--- config.mk ---
export PLATFORM = sky130hd
export DESIGN_NAME = addressed_frame_receiver
export DESIGN_NICKNAME = d
export VERILOG_FILES = /design/src/design/afr_pkg.sv /design/src/design/addressed_frame_receiver.sv /design/src/design/afr_parser.sv /design/src/design/afr_buffer.sv
export SDC_FILE = /design/constraint.sdc
export NUM_CORES = 1
export LEC_CHECK = 0
export CAP_MARGIN = 20
export CORE_AREA = 10 10 223 267
export CTS_CLUSTER_DIAMETER = 60
export DETAILED_ROUTE_END_ITERATION = 8
export DIE_AREA = 0 0 233 277
export DONT_BUFFER_PORTS = 1
export SYNTH_ARGS = -nofsm -noshare
export SYNTH_HDL_FRONTEND = slang
export SYNTH_SLANG_ARGS = --single-unit
--- constraint.sdc ---
create_clock -name clk -period 9.2 [get_ports clk]
set_input_delay 0.92 -clock clk [delete_from_list [all_inputs] [get_ports clk]]
set_output_delay 0.92 -clock clk [all_outputs]
set_load 0.005 [all_outputs]
--- src/design/afr_pkg.sv ---
// Shared constants and inter-module types for the addressed frame receiver.
`default_nettype none
package afr_pkg;

	localparam int MAX_PAYLOAD = 32;
	localparam int ADDR_W      = $clog2(MAX_PAYLOAD);
	localparam int LEN_W       = 6;
	localparam int TDATA_W     = 40;

	// payload buffer write from the parser
	typedef struct packed {
		logic              en;
		logic [ADDR_W-1:0] addr;
		logic [7:0]        data;
	} wr_req_t;

	// frame accepted on its checksum byte
	typedef struct packed {
		logic             start;
		logic [7:0]       src;
		logic [7:0]       id;
		logic [LEN_W-1:0] len;
	} frame_t;

endpackage
`default_nettype wire

--- src/design/addressed_frame_receiver.sv ---
// Top level of the addressed frame receiver: address register, parser and payload buffer.
//
//  channel   dir  width  contents
//  s_*       in   8      rx_byte in s_tdata
//  m_*       out  40     tdata: source_addr, frame_id, payload_len, payload_byte, byte_index;
//                        tuser: empty_frame; tlast: last
//  cfg_*     in   8      own_address write
//
// One received byte is taken per cycle while no frame is being read out.
// A good frame blocks s_tready after its checksum byte until one payload memory read per
// payload byte (one read if empty) has issued; reads issue and results leave at one per
// cycle while m_* is not stalled. The first result passes the readout sequencer, read stage
// and output register. Backpressure on m_* holds the read stage and the readout.
// Reset clears the parser, readout and own_address; the payload memory is not cleared.
`default_nettype none
module addressed_frame_receiver (
	input  wire logic                    clk,
	input  wire logic                    arst_n,
	input  wire logic                    cfg_we,
	input  wire logic [7:0]              cfg_wdata,  // own_address
	input  wire logic                    s_tvalid,
	output logic                         s_tready,
	input  wire logic [7:0]              s_tdata,    // rx_byte
	output logic                         m_tvalid,
	input  wire logic                    m_tready,
	// [7:0] source_addr, [15:8] frame_id, [21:16] payload_len,
	// [29:22] payload_byte, [34:30] byte_index, [39:35] zero
	output logic [afr_pkg::TDATA_W-1:0]  m_tdata,
	output logic                         m_tuser,    // empty_frame
	output logic                         m_tlast     // last
);
	import afr_pkg::*;

	logic [7:0] own_addr_q;
	logic       busy;
	logic       rx_fire;
	wr_req_t    wr;
	frame_t     frame;

	always_ff @(posedge clk or negedge arst_n) begin
		if (!arst_n) own_addr_q <= 8'd0;
		else if (cfg_we) own_addr_q <= cfg_wdata;
	end

	assign s_tready = !busy;
	assign rx_fire  = s_tvalid && s_tready;

	afr_parser u_parser (
		.clk         (clk),
		.arst_n      (arst_n),
		.own_address (own_addr_q),
		.rx_fire     (rx_fire),
		.rx_byte     (s_tdata),
		.wr          (wr),
		.frame       (frame)
	);

	afr_buffer u_buffer (
		.clk      (clk),
		.arst_n   (arst_n),
		.wr       (wr),
		.frame    (frame),
		.busy     (busy),
		.m_tvalid (m_tvalid),
		.m_tready (m_tready),
		.m_tdata  (m_tdata),
		.m_tuser  (m_tuser),
		.m_tlast  (m_tlast)
	);

endmodule
`default_nettype wire

--- src/design/afr_parser.sv ---
// Header and payload parser: address match, field capture, sum and buffer writes.
`default_nettype none
module afr_parser (
	input  wire logic            clk,
	input  wire logic            arst_n,
	input  wire logic [7:0]      own_address,
	input  wire logic            rx_fire,
	input  wire logic [7:0]      rx_byte,
	output afr_pkg::wr_req_t     wr,
	output afr_pkg::frame_t      frame
);
	import afr_pkg::*;

	typedef enum logic [2:0] {
		PH_DEST,
		PH_SRC,
		PH_ID,
		PH_LEN,
		PH_DATA,
		PH_CHECK
	} phase_t;

	phase_t     phase_q;
	logic [7:0] src_q;
	logic [7:0] id_q;
	logic [7:0] len_q;
	logic [7:0] fill_q;
	logic [7:0] sum_q;
	logic [7:0] fill_nxt;
	logic       sum_ok;

	assign fill_nxt = fill_q + 8'd1;
	assign sum_ok   = (rx_byte == sum_q) && (len_q <= 8'(MAX_PAYLOAD));

	always_comb begin
		wr.en       = rx_fire && (phase_q == PH_DATA) && (fill_q < 8'(MAX_PAYLOAD));
		wr.addr     = fill_q[ADDR_W-1:0];
		wr.data     = rx_byte;
		frame.start = rx_fire && (phase_q == PH_CHECK) && sum_ok;
		frame.src   = src_q;
		frame.id    = id_q;
		frame.len   = len_q[LEN_W-1:0];
	end

	always_ff @(posedge clk or negedge arst_n) begin
		if (!arst_n) begin
			phase_q <= PH_DEST;
			src_q   <= 8'd0;
			id_q    <= 8'd0;
			len_q   <= 8'd0;
			fill_q  <= 8'd0;
			sum_q   <= 8'd0;
		end else if (rx_fire) begin
			unique case (phase_q)
				PH_DEST: begin
					if (rx_byte == own_address) phase_q <= PH_SRC;
				end
				PH_SRC: begin
					src_q   <= rx_byte;
					id_q    <= 8'd0;
					phase_q <= PH_ID;
				end
				PH_ID: begin
					id_q    <= rx_byte;
					phase_q <= PH_LEN;
				end
				PH_LEN: begin
					len_q   <= rx_byte;
					fill_q  <= 8'd0;
					sum_q   <= 8'd0;
					// empty frame goes straight to its checksum
					phase_q <= (rx_byte == 8'd0) ? PH_CHECK : PH_DATA;
				end
				PH_DATA: begin
					sum_q  <= sum_q + rx_byte;
					fill_q <= fill_nxt;
					if (fill_nxt >= len_q) phase_q <= PH_CHECK;
				end
				PH_CHECK: begin
					phase_q <= PH_DEST;
				end
				default: phase_q <= PH_DEST;
			endcase
		end
	end

	assert property (@(posedge clk) disable iff (!arst_n)
		wr.en |-> (phase_q == PH_DATA) && (fill_q < len_q))
		else $error("payload write outside the payload field");
	assert property (@(posedge clk) disable iff (!arst_n)
		frame.start |=> (phase_q == PH_DEST))
		else $error("parser did not return to address hunt after a frame");
	assert property (@(posedge clk) disable iff (!arst_n)
		(phase_q == PH_DATA) |-> (len_q != 8'd0))
		else $error("payload field entered with zero length");

endmodule
`default_nettype wire

--- src/design/afr_buffer.sv ---
// Payload memory and readout sequencer with read stage and output register.
`default_nettype none
module afr_buffer (
	input  wire logic                         clk,
	input  wire logic                         arst_n,
	input  wire afr_pkg::wr_req_t             wr,
	input  wire afr_pkg::frame_t              frame,
	output logic                              busy,
	output logic                              m_tvalid,
	input  wire logic                         m_tready,
	output logic [afr_pkg::TDATA_W-1:0]       m_tdata,
	output logic                              m_tuser,
	output logic                              m_tlast
);
	import afr_pkg::*;

	logic [7:0]        mem [MAX_PAYLOAD];

	logic              emit_q;
	logic [7:0]        src_q;
	logic [7:0]        id_q;
	logic [LEN_W-1:0]  len_q;
	logic [ADDR_W-1:0] rd_idx_q;

	logic              s1_v_s1;
	logic [7:0]        src_s1;
	logic [7:0]        id_s1;
	logic [LEN_W-1:0]  len_s1;
	logic [ADDR_W-1:0] idx_s1;
	logic              empty_s1;
	logic              last_s1;
	logic [7:0]        rd_data_s1;

	logic              out_v_q;
	logic [7:0]        out_src_q;
	logic [7:0]        out_id_q;
	logic [LEN_W-1:0]  out_len_q;
	logic [7:0]        out_byte_q;
	logic [ADDR_W-1:0] out_idx_q;
	logic              out_empty_q;
	logic              out_last_q;

	logic              empty;
	logic              last_issue;
	logic              s1_move;
	logic              issue;

	assign empty      = (len_q == '0);
	assign last_issue = empty || ((LEN_W'(rd_idx_q) + LEN_W'(1)) == len_q);
	assign s1_move    = s1_v_s1 && (!out_v_q || m_tready);
	assign issue      = emit_q && (!s1_v_s1 || s1_move);
	assign busy       = emit_q;

	// memory: one write port from the parser, one registered read port
	always_ff @(posedge clk) begin
		if (wr.en) mem[wr.addr] <= wr.data;
		if (issue) rd_data_s1 <= mem[rd_idx_q];
	end

	// readout sequencer
	always_ff @(posedge clk or negedge arst_n) begin
		if (!arst_n) begin
			emit_q   <= 1'b0;
			rd_idx_q <= '0;
		end else if (frame.start) begin
			emit_q   <= 1'b1;
			rd_idx_q <= '0;
		end else if (issue) begin
			if (last_issue) emit_q <= 1'b0;
			rd_idx_q <= rd_idx_q + ADDR_W'(1);
		end
	end

	always_ff @(posedge clk) begin
		if (frame.start) begin
			src_q <= frame.src;
			id_q  <= frame.id;
			len_q <= frame.len;
		end
	end

	// read stage: holds while the output register is full and stalled
	always_ff @(posedge clk or negedge arst_n) begin
		if (!arst_n) s1_v_s1 <= 1'b0;
		else if (issue) s1_v_s1 <= 1'b1;
		else if (s1_move) s1_v_s1 <= 1'b0;
	end

	always_ff @(posedge clk) begin
		if (issue) begin
			src_s1   <= src_q;
			id_s1    <= id_q;
			len_s1   <= len_q;
			idx_s1   <= rd_idx_q;
			empty_s1 <= empty;
			last_s1  <= last_issue;
		end
	end

	always_ff @(posedge clk or negedge arst_n) begin
		if (!arst_n) out_v_q <= 1'b0;
		else if (s1_move) out_v_q <= 1'b1;
		else if (m_tready) out_v_q <= 1'b0;
	end

	always_ff @(posedge clk) begin
		if (s1_move) begin
			out_src_q   <= src_s1;
			out_id_q    <= id_s1;
			out_len_q   <= len_s1;
			out_byte_q  <= empty_s1 ? 8'd0 : rd_data_s1;
			out_idx_q   <= idx_s1;
			out_empty_q <= empty_s1;
			out_last_q  <= last_s1;
		end
	end

	assign m_tvalid = out_v_q;
	assign m_tdata  = {5'd0, out_idx_q, out_byte_q, out_len_q, out_id_q, out_src_q};
	assign m_tuser  = out_empty_q;
	assign m_tlast  = out_last_q;

	assert property (@(posedge clk) disable iff (!arst_n)
		frame.start |-> !emit_q)
		else $error("new frame started during readout");
	assert property (@(posedge clk) disable iff (!arst_n)
		(s1_v_s1 && !s1_move) |-> !issue)
		else $error("read issued into a stalled read stage");
	assert property (@(posedge clk) disable iff (!arst_n)
		(emit_q && !empty) |-> (LEN_W'(rd_idx_q) < len_q))
		else $error("read index ran past the frame length");
	assert property (@(posedge clk) disable iff (!arst_n)
		wr.en |-> !emit_q)
		else $error("buffer written during readout");

endmodule
`default_nettype wire
==> metrics <==
Post-synth EDFFs 352; CTS buffer count 39; setup_tns 0 ns; drt pass-1 iters 5; area grow syn2layout 12.68%; n_diodes 0; Final Max Tran Viols 0; commonest non-fill, non-tap cell in the layout edfxtp_1; maximum net fanout on the critical path 11; Peak VDD IR 110.1 uV; Crit path max-delay family simple AND/OR/NAND/NOR gates; Post-DP Area 16810 um2; vias in the first global route 7872; critical path's slowest cell nor2_1; I/O pin count 65; max_cap viols 0; Synth cell types 49; drc violations 0; Layout Nets 882; Fin Clk Skew 0.01798 ns; Hold-fix buffers, CTS 0; antenna-violating nets left 0; die extent in x 233 um; syn_area_per_cell 19.44 um2; CTS tree built; DR iter-0 viols 516; worst min path class in -> async; Rows 94; gr ovfl total 0; Final Hold Vio Count 0; post-CTS sizing 0; clock sinks 411; layout cells sized above 1 0.1995; worst path bufs/invs 0; post-DP HPWL 21780 um; Core Util, Final 0.3326; WL met1 13650 um; max_slew headroom 0.3394; status complete, no violations; Synth Warn # 0; initial antenna violation count 0; multi-input logic area 3774 um2; cells along the critical path nor2_1, nand3_1, nor4_1, nand2_1, nor2_1; CP Launch Type flip-flop; Non-Filler Instances 1587; first-pass GRT wire length 51470 um; final WL 34690 um; CP Capture Type flip-flop; DR WL met3 1473 um; final setup vio count 0; I/O Buffers 0; CP Data Required Time 9.35 ns; asr flop ratio synth 0.1436; Syn Inst Count 825; total power 0.004158 W; CP Class reg -> reg; maximum clock insertion buffer count 3; Power Density 230.1 nW/um2; global-route usage over all layers 0.1059; sequential fraction of the synthesis area 0.7511; fmax 0.3015 GHz; CORE AREA 54340 um2; via-per-instance ratio 4.712; final period utilization 0.3606; post-route cell area 18070 um2; routed wl met2 18690 um; critical path's most frequent cell nor2_1; full die area 64540 um2; Register Area 12050 um2; Post-Syn Area 16040 um2; total vias in the final route 7478; average wire per standard cell 21.86 um; Worst-path clk slew 0.06 ns; Post-CTS Setup Bufs 0; WP data arrival 3.47 ns; Pleak 5.824 nW; Worst-Margin Slew 0.9909 ns; Initial Util 0.2952; RSZ-0062 raised after global routing no; Die Ht 277 um; most frequent cells in the layout edfxtp_1 (352), mux4_2 (80), dfrtp_1 (57); # fillers 5113; H-tree levels 2; top sig layer met4; slowest stage delay, CP 0.71 ns; Placer Congestion 0.7510; clk_lat worst skew 0.54 ns; Post-synth top flop edfxtp_1; clk root buf clkbuf_16; min Tclk post-route 3.317 ns; placed cells 1517; largest net degree at the start of global routing 65; Yosys reg bits 411
cell families after synthesis:
group	synth area share
compound gates	0.02933
xor+xnor	0.01802
fa+ha+maj	0.01685
buf+inv	0.01521
flops	0.7511
mux	0.1306
other cells	0.0002338
simple gates	0.03869
stage by stage:
step                      setup slack, ns  hold WS, ns
after floorplan                     5.426       0.4003
after global placement              5.361       0.4013
after detailed placement            5.381       0.4052
after CTS                           5.826      0.05260
after global routing                5.521      0.05228
final                               5.883      0.07739
metal layers:
metal  global-route usage  vias up
met5                    0        -
met2               0.1927      197
met1               0.1227     3945
li1                     -     3281
met4              0.03467        0
met3              0.01844       55
state kept, by name, summed over array words and instances, names as in the netlist, 8 cells and up:
name / count
u_buffer.id_q: 8
own_addr_q: 8
u_parser.len_q: 8
u_buffer.mem: 256
u_buffer.src_q: 8
u_parser.id_q: 8
u_parser.sum_q: 8
u_buffer.out_src_q: 8
u_buffer.rd_data_s1: 8
u_buffer.src_s1: 8
u_buffer.out_id_q: 8
u_buffer.out_byte_q: 8
u_parser.src_q: 8
u_parser.fill_q: 8
u_buffer.id_s1: 8
report_power, final:
part	total (W)	internal (W)	switching [W]
logic	0.000391	0.000189	0.000202
clock network	0.00157	0.000915	0.000655
registers	0.00220	0.00212	0.0000799
final cells by class:
cell class / count / area share
repair buffers: 7 / 0.002769
flip-flops and latches: 411 / 0.6668
multi-input cells: 368 / 0.2088
clock inverters: 16 / 0.008930
inverters: 13 / 0.002700
well taps: 720 / 0.04984
clock buffers: 52 / 0.06016
synthesized netlist by cell type, types with 2 or more instances:
library cell / n / share of area
a21oi_1: 13 / 0.0041
nor4_1: 6 / 0.0023
nand3_1: 8 / 0.0025
nor3_1: 5 / 0.0016
buf_1: 3 / 0.00070
nand2b_1: 4 / 0.0016
nand4_1: 2 / 0.00078
buf_2: 6 / 0.0019
or4_1: 2 / 0.00094
nor2b_1: 11 / 0.0043
xor2_1: 19 / 0.010
mux4_2: 80 / 0.11
ha_1: 20 / 0.016
clkbuf_1: 19 / 0.0044
a21o_1: 5 / 0.0023
buf_4: 5 / 0.0023
edfxtp_1: 352 / 0.66
nor2_1: 53 / 0.012
nand3b_1: 4 / 0.0019
mux2_2: 26 / 0.018
buf_6: 4 / 0.0028
inv_1: 13 / 0.0030
o31ai_1: 2 / 0.00094
nand2_1: 32 / 0.0075
xnor2_1: 14 / 0.0076
a211oi_1: 2 / 0.00094
or3_1: 2 / 0.00078
o21bai_1: 2 / 0.00094
dfrtp_1: 59 / 0.092
a22o_1: 14 / 0.0076
o21ai_0: 20 / 0.0062
final timing paths:
kind	cells past startpoint	slack, ns	to	start
worst max-delay path	5	5.88	u_buffer.mem[27][7]$_DFFE_PP_	u_parser.phase_q[1]$_DFFE_PN0P_
worst min-delay path	0	0.08	u_buffer.m_tvalid$_DFFE_PN0P_	arst_n
worst max register to register	5	5.88	u_buffer.mem[27][7]$_DFFE_PP_	u_parser.phase_q[1]$_DFFE_PN0P_
worst min register to register	0	0.42	u_buffer.id_s1[7]$_DFFE_PP_	u_buffer.id_q[7]$_DFFE_PP_
max in group asynchronous	0	9.01	u_buffer.rd_idx_q[1]$_DFFE_PN0P_	arst_n
min in group clk	0	0.42	u_buffer.id_s1[7]$_DFFE_PP_	u_buffer.id_q[7]$_DFFE_PP_
(Power assumes the default switching activity.)
